<file path="config.mk">
export PLATFORM = sky130hd
export DESIGN_NAME = uart_frame_receiver_with_touch_queue
export DESIGN_NICKNAME = d
export VERILOG_FILES = /design/src/sv/ufr_pkg.sv /design/src/sv/ufr_front.sv /design/src/sv/ufr_evq.sv /design/src/sv/ufr_back.sv /design/src/sv/uart_frame_receiver_with_touch_queue.sv
export SDC_FILE = /design/constraint.sdc
export NUM_CORES = 2
export LEC_CHECK = 0
export BUFFER_PORTS_ARGS = -buffer_cell sky130_fd_sc_hd__buf_2
export CAP_MARGIN = 20
export CORE_UTILIZATION = 55
export DETAILED_ROUTE_END_ITERATION = 7
export GPL_TIMING_DRIVEN = 1
export PLACE_DENSITY = 0.79
export SYNTH_ARGS = -nofsm -noshare
export SYNTH_HDL_FRONTEND = slang
export SYNTH_SLANG_ARGS = --single-unit
export TNS_END_PERCENT = 100
</file>
<file path="constraint.sdc">
create_clock -name clk_i -period 17.1 [get_ports clk_i]
set_input_delay 0.855 -clock clk_i [delete_from_list [all_inputs] [get_ports clk_i]]
set_output_delay 0.855 -clock clk_i [all_outputs]
set_load 0.01 [all_outputs]
</file>
<file path="src/sv/ufr_pkg.sv">
// ----------------------------------------------------------------------------
// ufr_pkg: shared types and constants for the UART frame receiver
// Word codes, status codes, register indexes and the structs that pass
// between the front end, the frame engine and the touch event queue.
// ----------------------------------------------------------------------------
package ufr_pkg;

  // Touch event queue depth, frame length bounds and shortest touch frame
  localparam int QUEUE_DEPTH  = 16;
  localparam int FRAME_MAX    = 64;
  localparam int FRAME_MIN    = 6;
  localparam int TOUCH_MINLEN = 12;

  localparam int QCNT_W = $clog2(QUEUE_DEPTH + 1);
  localparam int QIDX_W = (QUEUE_DEPTH > 1) ? $clog2(QUEUE_DEPTH) : 1;
  localparam int FCNT_W = 7;
  localparam int FPOS_W = 6;
  localparam int KEY_W  = 32;
  localparam int VAL_W  = 16;

  // Frame byte positions
  localparam int POS_CMD     = 1;
  localparam int POS_KEY_LO  = 2;
  localparam int POS_KEY_HI  = 5;
  localparam int POS_VAL_LO  = 6;
  localparam int POS_VAL_HI  = 7;
  localparam int TAIL_BYTES  = 4;

  // Register reset values
  localparam logic [7:0]        HEADER_RST = 8'hAA;
  localparam logic [31:0]       TAIL_RST   = 32'hCC33C33C;
  localparam logic [FCNT_W-1:0] LIMIT_RST  = FCNT_W'(FRAME_MAX);

  typedef enum logic [1:0] {
    OP_BYTE  = 2'd0,
    OP_TAKE  = 2'd1,
    OP_ABORT = 2'd2,
    OP_NONE  = 2'd3
  } op_e;

  typedef enum logic [3:0] {
    ST_SKIPPED    = 4'd0,
    ST_STORED     = 4'd1,
    ST_FRAME_DONE = 4'd2,
    ST_TOUCH      = 4'd3,
    ST_UNEXPECTED = 4'd4,
    ST_OVERSIZE   = 4'd5,
    ST_HIT        = 4'd6,
    ST_MISS       = 4'd7,
    ST_ABORTED    = 4'd8
  } status_e;

  typedef enum logic [2:0] {
    CFG_HEADER   = 3'd0,
    CFG_TAIL     = 3'd1,
    CFG_TOUCH    = 3'd2,
    CFG_EXPECTED = 3'd3,
    CFG_LIMIT    = 3'd4
  } cfg_idx_e;

  // Classified word, front to back
  typedef struct packed {
    op_e              op;
    logic [7:0]       rx_byte;
    logic [KEY_W-1:0] lookup_key;
  } work_t;

  // Frame engine to event queue
  typedef struct packed {
    logic             push;
    logic             take;
    logic [KEY_W-1:0] push_key;
    logic [VAL_W-1:0] push_value;
    logic [KEY_W-1:0] lookup_key;
  } evq_req_t;

  // Event queue answer for the word in flight
  typedef struct packed {
    logic              hit;
    logic [VAL_W-1:0]  taken_value;
    logic [QCNT_W-1:0] count;
    logic              dropped;
  } evq_rsp_t;

endpackage

</file>
<file path="src/sv/ufr_front.sv">
// ----------------------------------------------------------------------------
// ufr_front: input decode and work queue
// Accepts input words, classifies the action code and holds them in a
// two-entry queue until the frame engine pulls them.
// ----------------------------------------------------------------------------
module ufr_front (
  input  logic              clk_i,
  input  logic              rst_ni,
  input  logic              in_valid_i,
  output logic              in_stall_o,
  input  logic [1:0]        action_i,
  input  logic [7:0]        rx_byte_i,
  input  logic [31:0]       lookup_key_i,
  output logic              work_valid_o,
  output ufr_pkg::work_t    work_o,
  input  logic              work_pop_i
);

  ufr_pkg::work_t slot_q [2];
  logic           wr_ptr_q, wr_ptr_d;
  logic           rd_ptr_q, rd_ptr_d;
  logic [1:0]     cnt_q, cnt_d;
  logic           push, pop;
  ufr_pkg::work_t cls;

  always_comb begin
    cls.rx_byte    = rx_byte_i;
    cls.lookup_key = lookup_key_i;
    unique case (action_i)
      ufr_pkg::OP_BYTE:  cls.op = ufr_pkg::OP_BYTE;
      ufr_pkg::OP_TAKE:  cls.op = ufr_pkg::OP_TAKE;
      ufr_pkg::OP_ABORT: cls.op = ufr_pkg::OP_ABORT;
      default:           cls.op = ufr_pkg::OP_NONE;
    endcase
  end

  assign in_stall_o   = (cnt_q == 2'd2);
  assign push         = in_valid_i && !in_stall_o;
  assign work_valid_o = (cnt_q != 2'd0);
  assign pop          = work_pop_i && work_valid_o;
  assign work_o       = slot_q[rd_ptr_q];

  always_comb begin
    wr_ptr_d = wr_ptr_q ^ push;
    rd_ptr_d = rd_ptr_q ^ pop;
    cnt_d    = cnt_q + {1'b0, push} - {1'b0, pop};
  end

  always_ff @(posedge clk_i or negedge rst_ni) begin
    if (!rst_ni) begin
      wr_ptr_q <= 1'b0;
      rd_ptr_q <= 1'b0;
      cnt_q    <= 2'd0;
    end else begin
      wr_ptr_q <= wr_ptr_d;
      rd_ptr_q <= rd_ptr_d;
      cnt_q    <= cnt_d;
    end
  end

  always_ff @(posedge clk_i) begin
    if (push) begin
      slot_q[wr_ptr_q] <= cls;
    end
  end

  a_cnt_bound: assert property (@(posedge clk_i) disable iff (!rst_ni)
    cnt_q != 2'd3)
    else $error("work queue count out of range");

  a_ptr_track: assert property (@(posedge clk_i) disable iff (!rst_ni)
    (cnt_q == 2'd0 || cnt_q == 2'd2) |-> wr_ptr_q == rd_ptr_q)
    else $error("work queue pointers disagree with count");

  a_pop_nonempty: assert property (@(posedge clk_i) disable iff (!rst_ni)
    work_pop_i |-> work_valid_o)
    else $error("work queue popped while empty");

endmodule

</file>
<file path="src/sv/ufr_evq.sv">
// ----------------------------------------------------------------------------
// ufr_evq: keyed touch event queue
// Shift-register FIFO of key/value pairs. Push drops the oldest entry when
// full; take removes the first entry with a matching key and closes the gap.
// ----------------------------------------------------------------------------
module ufr_evq (
  input  logic                clk_i,
  input  logic                rst_ni,
  input  logic                en_i,
  input  ufr_pkg::evq_req_t   req_i,
  output ufr_pkg::evq_rsp_t   rsp_o
);

  localparam int D = ufr_pkg::QUEUE_DEPTH;

  logic [ufr_pkg::KEY_W-1:0]  key_q [D];
  logic [ufr_pkg::VAL_W-1:0]  val_q [D];
  logic [ufr_pkg::QCNT_W-1:0] total_q, total_d;

  logic [D-1:0] match, first, below;
  logic         full, do_push, do_take, hit;
  logic [ufr_pkg::VAL_W-1:0] tval;

  assign full    = (total_q == ufr_pkg::QCNT_W'(D));
  assign do_push = en_i && req_i.push && (req_i.push_key != '0);
  assign do_take = en_i && req_i.take;

  // Only live entries take part in the search
  always_comb begin
    for (int i = 0; i < D; i++) begin
      match[i] = (ufr_pkg::QCNT_W'(i) < total_q) && (key_q[i] == req_i.lookup_key);
    end
  end

  // Lowest match, and the entries in front of it that stay put
  assign first = match & ~(match - D'(1));
  assign below = (match ^ (match - D'(1))) & ~first;
  assign hit   = (match != '0);

  always_comb begin
    tval = '0;
    for (int i = 0; i < D; i++) begin
      tval = tval | (first[i] ? val_q[i] : '0);
    end
  end

  always_comb begin
    total_d = total_q;
    if (do_push && !full) begin
      total_d = total_q + ufr_pkg::QCNT_W'(1);
    end else if (do_take && hit) begin
      total_d = total_q - ufr_pkg::QCNT_W'(1);
    end
  end

  always_comb begin
    rsp_o.hit         = req_i.take && hit;
    rsp_o.taken_value = (req_i.take && hit) ? tval : '0;
    rsp_o.count       = total_d;
    rsp_o.dropped     = req_i.push && (req_i.push_key != '0) && full;
  end

  always_ff @(posedge clk_i or negedge rst_ni) begin
    if (!rst_ni) begin
      total_q <= '0;
    end else begin
      total_q <= total_d;
    end
  end

  for (genvar j = 0; j < D; j++) begin : g_entry
    logic take_shift, push_here, push_shift;
    assign push_here  = do_push && (full ? (j == D - 1)
                                         : (total_q == ufr_pkg::QCNT_W'(j)));
    assign push_shift = do_push && full && (j < D - 1);
    assign take_shift = do_take && hit && !below[j] && (j < D - 1);

    if (j < D - 1) begin : g_mid
      always_ff @(posedge clk_i) begin
        if (push_here) begin
          key_q[j] <= req_i.push_key;
          val_q[j] <= req_i.push_value;
        end else if (push_shift || take_shift) begin
          key_q[j] <= key_q[j+1];
          val_q[j] <= val_q[j+1];
        end
      end
    end else begin : g_last
      always_ff @(posedge clk_i) begin
        if (push_here) begin
          key_q[j] <= req_i.push_key;
          val_q[j] <= req_i.push_value;
        end
      end
    end
  end

  a_count_bound: assert property (@(posedge clk_i) disable iff (!rst_ni)
    total_q <= ufr_pkg::QCNT_W'(D))
    else $error("event count above depth");

  a_drop_full: assert property (@(posedge clk_i) disable iff (!rst_ni)
    (en_i && rsp_o.dropped) |=> total_q == ufr_pkg::QCNT_W'(D))
    else $error("oldest dropped but queue not left full");

  a_take_shrink: assert property (@(posedge clk_i) disable iff (!rst_ni)
    (do_take && hit) |=> total_q == $past(total_q) - ufr_pkg::QCNT_W'(1))
    else $error("take hit did not remove one entry");

endmodule

</file>
<file path="src/sv/ufr_back.sv">
// ----------------------------------------------------------------------------
// ufr_back: frame engine and result register
// Pulls classified words, runs the header/tail deframer, drives the touch
// event queue and registers one result word per input word.
// ----------------------------------------------------------------------------
module ufr_back (
  input  logic                clk_i,
  input  logic                rst_ni,
  input  logic                cfg_we_i,
  input  logic [2:0]          cfg_index_i,
  input  logic [31:0]         cfg_wdata_i,
  input  logic                work_valid_i,
  input  ufr_pkg::work_t      work_i,
  output logic                work_pop_o,
  output logic                out_valid_o,
  input  logic                out_stall_i,
  output logic [3:0]          status_o,
  output logic [7:0]          frame_byte_o,
  output logic [5:0]          byte_position_o,
  output logic [6:0]          frame_length_o,
  output logic [7:0]          frame_command_o,
  output logic [31:0]         event_key_o,
  output logic [15:0]         event_value_o,
  output logic [15:0]         taken_value_o,
  output logic [4:0]          queue_count_o,
  output logic                oldest_dropped_o
);

  localparam int CW = ufr_pkg::FCNT_W;

  // Configuration
  logic [7:0]    hdr_q, touch_q, expect_q;
  logic [31:0]   tail_q;
  logic [CW-1:0] limit_q;

  // Frame state
  logic          framing_q, framing_d;
  logic [CW-1:0] count_q, count_d;
  logic [7:0]    cmd_q, cmd_d;
  logic [31:0]   key_q, key_d;
  logic [15:0]   val_q, val_d;
  logic [31:0]   last4_q, last4_d;

  // Result register
  logic                  ovalid_q;
  ufr_pkg::status_e      status_q, status_d;
  logic [7:0]            fbyte_q, fbyte_d;
  logic [5:0]            fpos_q, fpos_d;
  logic [CW-1:0]         flen_q, flen_d;
  logic [31:0]           ekey_q, ekey_d;
  logic [15:0]           eval_q, eval_d;
  logic [15:0]           tval_q;
  logic [4:0]            qcnt_q;
  logic                  drop_q;

  logic                  pop;
  logic [CW-1:0]         limit, pos, cnt_inc;
  logic [7:0]            b;
  ufr_pkg::evq_req_t     evq_req;
  ufr_pkg::evq_rsp_t     evq_rsp;

  assign pop        = work_valid_i && (!ovalid_q || !out_stall_i);
  assign work_pop_o = pop;
  assign b          = work_i.rx_byte;

  always_comb begin
    if (limit_q < CW'(ufr_pkg::FRAME_MIN)) begin
      limit = CW'(ufr_pkg::FRAME_MIN);
    end else if (limit_q > CW'(ufr_pkg::FRAME_MAX)) begin
      limit = CW'(ufr_pkg::FRAME_MAX);
    end else begin
      limit = limit_q;
    end
  end

  assign pos     = count_q;
  assign cnt_inc = count_q + CW'(1);

  always_comb begin
    framing_d  = framing_q;
    count_d    = count_q;
    cmd_d      = cmd_q;
    key_d      = key_q;
    val_d      = val_q;
    last4_d    = last4_q;
    status_d   = ufr_pkg::ST_SKIPPED;
    fbyte_d    = '0;
    fpos_d     = '0;
    flen_d     = '0;
    ekey_d     = '0;
    eval_d     = '0;
    evq_req.push       = 1'b0;
    evq_req.take       = 1'b0;
    evq_req.push_key   = key_q;
    evq_req.push_value = val_q;
    evq_req.lookup_key = work_i.lookup_key;

    unique case (work_i.op)
      ufr_pkg::OP_BYTE: begin
        if (!framing_q || count_q >= limit) begin
          if (framing_q) begin
            // Length limit hit: drop, but a header byte opens a new frame
            status_d  = ufr_pkg::ST_OVERSIZE;
            flen_d    = count_q;
            framing_d = 1'b0;
            count_d   = '0;
          end
          if (b == hdr_q) begin
            framing_d = 1'b1;
            count_d   = CW'(1);
            cmd_d     = '0;
            key_d     = '0;
            val_d     = '0;
            last4_d   = {24'd0, b};
            fbyte_d   = b;
            if (!framing_q) begin
              status_d = ufr_pkg::ST_STORED;
            end
          end
        end else begin
          fbyte_d  = b;
          fpos_d   = pos[5:0];
          status_d = ufr_pkg::ST_STORED;
          if (pos == CW'(ufr_pkg::POS_CMD)) begin
            cmd_d = b;
          end else if (pos >= CW'(ufr_pkg::POS_KEY_LO) && pos <= CW'(ufr_pkg::POS_KEY_HI)) begin
            key_d = {key_q[23:0], b};
          end else if (pos == CW'(ufr_pkg::POS_VAL_LO) || pos == CW'(ufr_pkg::POS_VAL_HI)) begin
            val_d = {val_q[7:0], b};
          end
          last4_d = {last4_q[23:0], b};
          count_d = cnt_inc;
          if (cnt_inc >= CW'(ufr_pkg::TAIL_BYTES) && last4_d == tail_q) begin
            flen_d    = cnt_inc;
            framing_d = 1'b0;
            count_d   = '0;
            if (expect_q == '0 || cmd_d == expect_q) begin
              status_d = ufr_pkg::ST_FRAME_DONE;
            end else if (cnt_inc >= CW'(ufr_pkg::TOUCH_MINLEN) && cmd_d == touch_q) begin
              status_d           = ufr_pkg::ST_TOUCH;
              ekey_d             = key_d;
              eval_d             = val_d;
              evq_req.push       = 1'b1;
              evq_req.push_key   = key_d;
              evq_req.push_value = val_d;
            end else begin
              status_d = ufr_pkg::ST_UNEXPECTED;
            end
          end
        end
      end
      ufr_pkg::OP_TAKE: begin
        evq_req.take = 1'b1;
        status_d     = evq_rsp.hit ? ufr_pkg::ST_HIT : ufr_pkg::ST_MISS;
      end
      ufr_pkg::OP_ABORT: begin
        status_d  = ufr_pkg::ST_ABORTED;
        flen_d    = framing_q ? count_q : '0;
        framing_d = 1'b0;
        count_d   = '0;
      end
      default: begin
        status_d = ufr_pkg::ST_SKIPPED;
      end
    endcase
  end

  ufr_evq u_evq (
    .clk_i  (clk_i),
    .rst_ni (rst_ni),
    .en_i   (pop),
    .req_i  (evq_req),
    .rsp_o  (evq_rsp)
  );

  // Configuration writes
  always_ff @(posedge clk_i or negedge rst_ni) begin
    if (!rst_ni) begin
      hdr_q    <= ufr_pkg::HEADER_RST;
      tail_q   <= ufr_pkg::TAIL_RST;
      touch_q  <= '0;
      expect_q <= '0;
      limit_q  <= ufr_pkg::LIMIT_RST;
    end else if (cfg_we_i) begin
      unique case (cfg_index_i)
        ufr_pkg::CFG_HEADER:   hdr_q    <= cfg_wdata_i[7:0];
        ufr_pkg::CFG_TAIL:     tail_q   <= cfg_wdata_i;
        ufr_pkg::CFG_TOUCH:    touch_q  <= cfg_wdata_i[7:0];
        ufr_pkg::CFG_EXPECTED: expect_q <= cfg_wdata_i[7:0];
        ufr_pkg::CFG_LIMIT:    limit_q  <= cfg_wdata_i[CW-1:0];
        default: ;
      endcase
    end
  end

  // Frame state and result valid
  always_ff @(posedge clk_i or negedge rst_ni) begin
    if (!rst_ni) begin
      framing_q <= 1'b0;
      count_q   <= '0;
      cmd_q     <= '0;
      key_q     <= '0;
      val_q     <= '0;
      last4_q   <= '0;
      ovalid_q  <= 1'b0;
    end else begin
      if (pop) begin
        framing_q <= framing_d;
        count_q   <= count_d;
        cmd_q     <= cmd_d;
        key_q     <= key_d;
        val_q     <= val_d;
        last4_q   <= last4_d;
        ovalid_q  <= 1'b1;
      end else if (!out_stall_i) begin
        ovalid_q  <= 1'b0;
      end
    end
  end

  // Result payload
  always_ff @(posedge clk_i) begin
    if (pop) begin
      status_q <= status_d;
      fbyte_q  <= fbyte_d;
      fpos_q   <= fpos_d;
      flen_q   <= flen_d;
      ekey_q   <= ekey_d;
      eval_q   <= eval_d;
      tval_q   <= evq_rsp.taken_value;
      qcnt_q   <= 5'(evq_rsp.count);
      drop_q   <= evq_rsp.dropped && evq_req.push;
    end
  end

  assign out_valid_o      = ovalid_q;
  assign status_o         = status_q;
  assign frame_byte_o     = fbyte_q;
  assign byte_position_o  = fpos_q;
  assign frame_length_o   = flen_q;
  assign frame_command_o  = cmd_q;
  assign event_key_o      = ekey_q;
  assign event_value_o    = eval_q;
  assign taken_value_o    = tval_q;
  assign queue_count_o    = qcnt_q;
  assign oldest_dropped_o = drop_q;

  a_count_framing: assert property (@(posedge clk_i) disable iff (!rst_ni)
    framing_q == (count_q != '0))
    else $error("frame count and framing flag disagree");

  a_count_limit: assert property (@(posedge clk_i) disable iff (!rst_ni)
    count_q <= CW'(ufr_pkg::FRAME_MAX))
    else $error("frame count above frame maximum");

  a_result_hold: assert property (@(posedge clk_i) disable iff (!rst_ni)
    (ovalid_q && out_stall_i) |=> ovalid_q && $stable(status_q))
    else $error("stalled result word changed");

endmodule

</file>
<file path="src/sv/uart_frame_receiver_with_touch_queue.sv">
// ----------------------------------------------------------------------------
// uart_frame_receiver_with_touch_queue: display-link byte deframer
// Header/tail deframer for a serial display link with a keyed touch event
// queue; one result word for every input word.
// ----------------------------------------------------------------------------
// One input word gives exactly one result word. Action 0 feeds a received
// byte: bytes are skipped until the header byte, then stored with their
// position until the last four match the tail word; the completed frame is
// reported as done, queued as a touch event, or dropped as unexpected, and a
// frame that reaches the length limit is dropped as oversize. Action 1 takes
// the first queued touch event with a matching key; action 2 aborts a partial
// frame. The front end latches an accepted word into a two-entry work queue,
// and the frame engine retires one word per cycle while the output is not
// stalled, including the 16-way parallel key search and shift of a take.
// With no stalls a new word can be accepted at every edge; its result passes
// through the work queue slot and then the result register. While a result
// waits on a stalled output the work queue takes up to two more words, then
// the input stalls until the result is taken. Configuration registers
// (header, tail, touch command, expected command, frame limit) are to be
// written through the plain write port only while the block is idle; the
// block itself does not enforce this. There is no clearing pass after reset.
// ----------------------------------------------------------------------------
module uart_frame_receiver_with_touch_queue (
  input  logic        clk_i,
  input  logic        rst_ni,
  // configuration
  input  logic        cfg_we_i,
  input  logic [2:0]  cfg_index_i,
  input  logic [31:0] cfg_wdata_i,
  // input words
  input  logic        in_valid_i,
  output logic        in_stall_o,
  input  logic [1:0]  action_i,
  input  logic [7:0]  rx_byte_i,
  input  logic [31:0] lookup_key_i,
  // result words
  output logic        out_valid_o,
  input  logic        out_stall_i,
  output logic [3:0]  status_o,
  output logic [7:0]  frame_byte_o,
  output logic [5:0]  byte_position_o,
  output logic [6:0]  frame_length_o,
  output logic [7:0]  frame_command_o,
  output logic [31:0] event_key_o,
  output logic [15:0] event_value_o,
  output logic [15:0] taken_value_o,
  output logic [4:0]  queue_count_o,
  output logic        oldest_dropped_o
);

  ufr_pkg::work_t work;
  logic           work_valid;
  logic           work_pop;

  // Front end: decode and buffer
  ufr_front u_front (
    .clk_i        (clk_i),
    .rst_ni       (rst_ni),
    .in_valid_i   (in_valid_i),
    .in_stall_o   (in_stall_o),
    .action_i     (action_i),
    .rx_byte_i    (rx_byte_i),
    .lookup_key_i (lookup_key_i),
    .work_valid_o (work_valid),
    .work_o       (work),
    .work_pop_i   (work_pop)
  );

  // Back end: deframer, event queue, result register
  ufr_back u_back (
    .clk_i            (clk_i),
    .rst_ni           (rst_ni),
    .cfg_we_i         (cfg_we_i),
    .cfg_index_i      (cfg_index_i),
    .cfg_wdata_i      (cfg_wdata_i),
    .work_valid_i     (work_valid),
    .work_i           (work),
    .work_pop_o       (work_pop),
    .out_valid_o      (out_valid_o),
    .out_stall_i      (out_stall_i),
    .status_o         (status_o),
    .frame_byte_o     (frame_byte_o),
    .byte_position_o  (byte_position_o),
    .frame_length_o   (frame_length_o),
    .frame_command_o  (frame_command_o),
    .event_key_o      (event_key_o),
    .event_value_o    (event_value_o),
    .taken_value_o    (taken_value_o),
    .queue_count_o    (queue_count_o),
    .oldest_dropped_o (oldest_dropped_o)
  );

endmodule
</file>
=== Word-level counts from Yosys, hierarchy flattened ===
Memory sizes are Yosys's and may differ from the RTL's.
Index checks and enable logic that the tools add are counted.

* Reductions and logical operators: 121
* Bitwise operators: 55
* Multiplexer cells: 199
* Order comparisons: 23
* Add/sub/neg operators: 6
* Eq/ne operators: 52

{| class="wikitable"
|+ Operators by type and width
! cell !! count
|-
| $mux 32 || 19
|-
| $mux 16 || 36
|-
| $eq 32x32->1 || 17
|-
| $mux 48 || 5
|-
| $or 16x16->16 || 15
|-
| $mux 1 || 107
|-
| $logic_and 1x1->1 || 63
|-
| $mux 7 || 9
|-
| $mux 8 || 7
|-
| $mux 24 || 2
|-
| $eq 5x4->1 const B || 8
|-
| $lt 4x5->1 const A || 8
|-
| $reduce_bool 32->1 || 1
|-
| $or 1x1->1 || 30
|-
| $pmux 7 s2 || 2
|-
| $eq 8x8->1 || 3
|-
| $eq 5x3->1 const B || 4
|-
| $logic_not 1->1 || 20
|-
| $lt 3x5->1 const A || 4
|-
| $logic_or 1x1->1 || 19
|-
| $and 16x16->16 || 1
|-
| $mux 4 || 4
|-
| $not 16->16 || 1
|-
| $reduce_bool 16->1 || 1
|-
| other kinds (48) || 70
|}

* Memories: 3
* Flip-flop bits (word level): 256
* RAM bits: 852

{| class="wikitable"
|+ Memory list
! memory !! words !! bits a word !! rd ports !! clocked after Yosys merged registers in !! write ports !! line !! text
|-
| u_back.u_evq.key_q || 16 || 32 || 16 || 0 || 16 || ufr_evq.sv:16 || <nowiki>logic [ufr_pkg::KEY_W-1:0] key_q [D];</nowiki>
|-
| u_back.u_evq.val_q || 16 || 16 || 16 || 0 || 16 || ufr_evq.sv:17 || <nowiki>logic [ufr_pkg::VAL_W-1:0] val_q [D];</nowiki>
|-
| u_front.slot_q || 2 || 42 || 1 || 0 || 1 || ufr_front.sv:19 || <nowiki>ufr_pkg::work_t slot_q [2];</nowiki>
|}

=== Longest topological paths before layout ===
* Depth after elaboration: 22
* Mapped depth: 17
* Mapped depth without buffers: 15

=== Modules after synthesis ===
Synthesis repeated with hierarchy kept, for this count alone.

* Cell total of the unflattened synthesis: 4342
* Area, all modules: 58549.9 µm²

{| class="wikitable"
|+ By module, submodules not included
! module !! seq. area each (µm²) !! cells each !! times used !! area an instance (µm²)
|-
| ufr_evq || 23187.2 || 3245 || 1 || 43377.9
|-
| ufr_back || 6682.7 || 944 || 1 || 11710.0
|-
| ufr_front || 2622.5 || 153 || 1 || 3462.1
|}

=== Worst setup path after synthesis ===
Ideal clock, no wire load.

* Kind: input port to flip-flop
* Start point: in out_stall_i
* End point: mem u_back.u_evq.key_q[0][160] (netlist name), enable pin
* Data required time: 16514 ps
* Setup time: 586 ps
* Arrival: 11995 ps
* Setup slack: 4519 ps
* Path buffers: 1
* Stages: 5
* Path through: a21oi_1 nand4_1 or3_1 clkbuf_1 o41ai_1

{| class="wikitable"
|+ RTL lines
! what !! line !! text
|-
| start, declared || uart_frame_receiver_with_touch_queue.sv:38 || <nowiki>input logic out_stall_i,</nowiki>
|-
| end, declared || ufr_evq.sv:16 ||
|}

==> impl_metrics.tcl <==
set metrics [dict create \
    synth_top_family_by_area "multiplexers" \
    initial_utilization 0.555 \
    ys_seq_area_frac 0.585 \
    post-synth-top-area-fraction 0.512 \
    yosys.cell_count.top_type "sky130_fd_sc_hd__edfxtp_1" \
    place.port_buffers 186 \
    yosysUniqueCellTypes 76 \
    finish.net_count 4734 \
    synth_warnings 0 \
    synth.cell_area_um2 55500 \
    path_cells "buf_4, buf_4, mux2i_4, xnor2_1, nor4_1, nand4_1, or3_1, nand4_1, nor2_1, buf_4, nand2_1, a21o_2, buf_4, mux2_2" \
    worst_ep_arrival_time_ns 8.27 \
    ys_ff_latch 1108 \
    final_core_utilization 0.624 \
    cellPowerDensity_nw_per_um2 123 \
    post-route-drc-count 0 \
    timing.critical_path.mode_cell "sky130_fd_sc_hd__buf_4" \
    clkPwrFrac 0.341 \
    synthesized_area_fraction_occupied_by_adder_cells 0.00428 \
    dr.first_iter.drc_count 5803 \
    async_flop_share 0.145 \
    worst-setup-path-type "reg -> reg" \
    critical_path.startpoint_type "flop" \
    period_needed_ns 7.81 \
    final.fill_count 7508 \
    slowest_delay_ns 0.95 \
    crit_buf_inv 4 \
    seq_power_share 0.428 \
    grt_start_max_net_pins 98 \
    post_cts.resized_instances 0 \
    detail-route-antenna-nets 0 \
    syn_area_per_cell_um2 12.4 \
    setup_tns_ns 0 \
    slew_at_the_pin_with_the_worst_max_slew_slack_ns 1.16 \
    clock_path_buffers 3 \
    path_max_fanout 36 \
    htree_levels 3 \
    netlist_top_cells_area "sky130_fd_sc_hd__edfxtp_1 51%, sky130_fd_sc_hd__xnor2_1 7.9%, sky130_fd_sc_hd__mux2_2 7.2%" \
    hpwlAfterDp_um 125000 \
    cp_data_required_time_ns 17.56 \
    synth_ff_type "sky130_fd_sc_hd__edfxtp_1" \
    global_route_wire_length_before_repair_um 256000 \
    areaGrowthSynthToFinish_pct 12.3 \
    post_cts_hold_buffer_count 0 \
    ioPinCount 187 \
    worst_path_max_delay_cell "sky130_fd_sc_hd__mux2i_4" \
    post-cts-setup-buffer-count 0 \
    clockRootBuffer "sky130_fd_sc_hd__clkbuf_16" \
    switching_share 0.311 \
    drive_gt1_frac 0.221 \
    clkLatencyLatePin_ns 0.73 \
    synth_cells 4481 \
    vias_per_cell 6.52 \
    number_of_cell_rows 116 \
    finalWirelength_um 177000 \
    core_area_um2 100000 \
    leakage_nw 23.6 \
    rsz0062_at_grt "false" \
    multi_input_comb_area_um2 22100 \
    comb_power_share 0.231 \
    regArea_um2 32500 \
    cell_internal_pwr_w 0.00529 \
    achievable-frequency_mhz 128 \
    clock_sinks 1108 \
    grt.total_usage 0.343 \
    finalMaxSlewViolations 0 \
    simple_gate_portion_of_the_synthesized_area 0.0880 \
    vert_die_dim_um 320 \
    drtPass1Iterations 6 \
    grt-ovfl-total 0 \
    worstHoldPathType "in -> async" \
    report.final.setup_viol 0 \
    worstSetupEndpointType "flop" \
    synth_mux_area_frac 0.108 \
    max-vdd-ir-drop_v 0.000121 \
    crit_family "simple AND/OR/NAND/NOR gates" \
    synth_xor_area_frac 0.0888 \
    drv_cap 0 \
    hold_viol 0 \
    dieWidth_um 320 \
    result_of_the_run "complete, no violations" \
    number_of_antenna_violations_at_the_first_check_in_global_routing 6 \
    synth_enable_flop_cells 947 \
    post-synth-top-area-cell "sky130_fd_sc_hd__edfxtp_1" \
    cts_tree "built" \
    weighted_congestion_reported_at_the_end_of_routability_driven_placement 0.985 \
    fp.dieArea_um2 102000 \
    synth_commonest_cells "947 x sky130_fd_sc_hd__edfxtp_1, 504 x sky130_fd_sc_hd__xnor2_1, 381 x sky130_fd_sc_hd__nor2_1, 372 x sky130_fd_sc_hd__a21oi_1, 357 x sky130_fd_sc_hd__mux2_2" \
    via_count_of_the_first_global_routing_pass 37582 \
    wl_per_cell_um 29.3 \
    slew-limit-headroom 0.211 \
    synth_compound_area_frac 0.0960 \
    cts_inserted_buffers 115 \
    clk_pin_slew_worst_paths_ns 0.06 \
    power.switching_w 0.00238 \
    timing.final.crit_share 0.457 \
    timing.clock.skew_ns 0.0465 \
    synth_nets 4582 \
    detailroute.via_count 39339 \
]
==> cells by family (layout without fill, tap and decap cells) <==
family                   count (synthesis)  count (layout)
other                                    0               3
multiplexers                           519             519
adder cells (fa/ha/maj)                 19              19
AND/OR/NAND/NOR                       1045            1045
XOR/XNOR                               563             563
AO/OA/AOI/OAI                          852             852
buffers and inverters                  375             626
flip-flops                            1108            1108
==> layout by cell type, fill, tap and decap left out, drive strengths merged, types with 8 or more instances in the layout <==
cell / instances
a22oi: 38
xnor2: 504
nor4: 152
inv: 91
a211o: 14
a21oi: 396
clkbuf: 137
bufinv: 16
o31a: 16
nand3: 43
o221ai: 11
xor2: 59
nor2: 381
a311o: 9
a22o: 68
nand4: 45
o21ai: 174
nand2: 288
or4: 11
clkinvlp: 8
or3: 16
a21o: 13
dfstp: 21
edfxtp: 947
a32o: 15
clkinv: 53
ha: 19
mux2i: 82
nor3: 36
nand2b: 10
mux2: 437
a211oi: 22
nor2b: 38
buf: 321
a31oi: 9
o211ai: 12
dfrtp: 140
==> final cells by class <==
type | count | area share
Timing Repair Buffer | 321 | 0.0319
Antenna cell | 3 | 0.000120
Tap cell | 1298 | 0.0260
Sequential cell | 1108 | 0.521
Clock inverter | 79 | 0.0140
Clock buffer | 137 | 0.0483
Multi-Input combinational cell | 2998 | 0.353
Inverter | 89 | 0.00536
==> worst paths after layout <==
| kind | start | end | slack [ns] | cells past startpoint |
|---|---|---|---|---|
| min in group clk_i | rx_byte_i[7] | u_front.slot_q[0][39] | 0.32 | 1 |
| max in group asynchronous | rst_ni | u_back.last4_q[2] | 15.37 | 2 |
| max | u_front.rd_ptr_q | u_back.u_evq.val_q[1][79] | 9.29 | 14 |
| max reg2reg | u_front.rd_ptr_q | u_back.u_evq.val_q[1][79] | 9.29 | 14 |
| min | rst_ni | u_front.cnt_q[0] | 0.28 | 1 |
| min reg2reg | u_front.cnt_q[1] | u_front.cnt_q[1] | 0.50 | 1 |
==> metrics by stage <==
step                      worst slack [ns]  hold WS, ns  power [W]  instances  cell area (um^2)
after global routing                  9.12        0.300    0.00785       6032             62400
after floorplan                       4.52        0.460    0.00441       4481             55500
after detailed placement              9.44        0.483    0.00508       5811             58400
after CTS                             9.42        0.284    0.00765       6027             62300
after global placement                9.55        0.483    0.00506       5808             58400
final                                 9.29        0.279    0.00767       6033             62400
==> state kept, by name, indices dropped and copies added (netlist names), 8 cells and up <==
register and cells:
u_back.frame_byte_o 8, u_back.taken_value_o 16, u_front.slot_q 84, u_back.touch_q 8, u_back.expect_q 8, u_back.tail_q 32, u_back.last4_q 24, u_back.key_q 32
u_back.frame_command_o 8, u_back.event_key_o 32, u_back.hdr_q 8, u_back.val_q 16, u_back.event_value_o 16, u_back.u_evq.val_q 256, u_back.u_evq.key_q 512
==> power groups by stage <==
| stage | sequential, W | combinational, W | clock (W) |
|---|---|---|---|
| after detailed placement | 0.00334 | 0.00174 | 0 |
| after global routing | 0.00330 | 0.00183 | 0.00272 |
| after global placement | 0.00334 | 0.00172 | 0 |
| after floorplan | 0.00332 | 0.00109 | 0 |
| final | 0.00328 | 0.00177 | 0.00262 |
| after CTS | 0.00328 | 0.00175 | 0.00262 |
==> worst register-to-register path, delay by kind of cell (launching register included) <==
kind	cells	cell delay, ns
AOI/OAI and AO/OA	1	0.49
buffers and inverters	4	2.00
xor gates and xnor gates	1	0.20
muxes	2	1.44
and+or+nand+nor	6	2.67
DFF	1	0.76
==> per-layer routing <==
layer	track usage	wire (um)	vias up
met4	0.177	10800	0
li1	-	-	16834
met2	0.532	80400	2738
met1	0.461	66000	19310
met3	0.0641	19700	457
met5	0	0	-
Power figures use the tool's default switching activity.
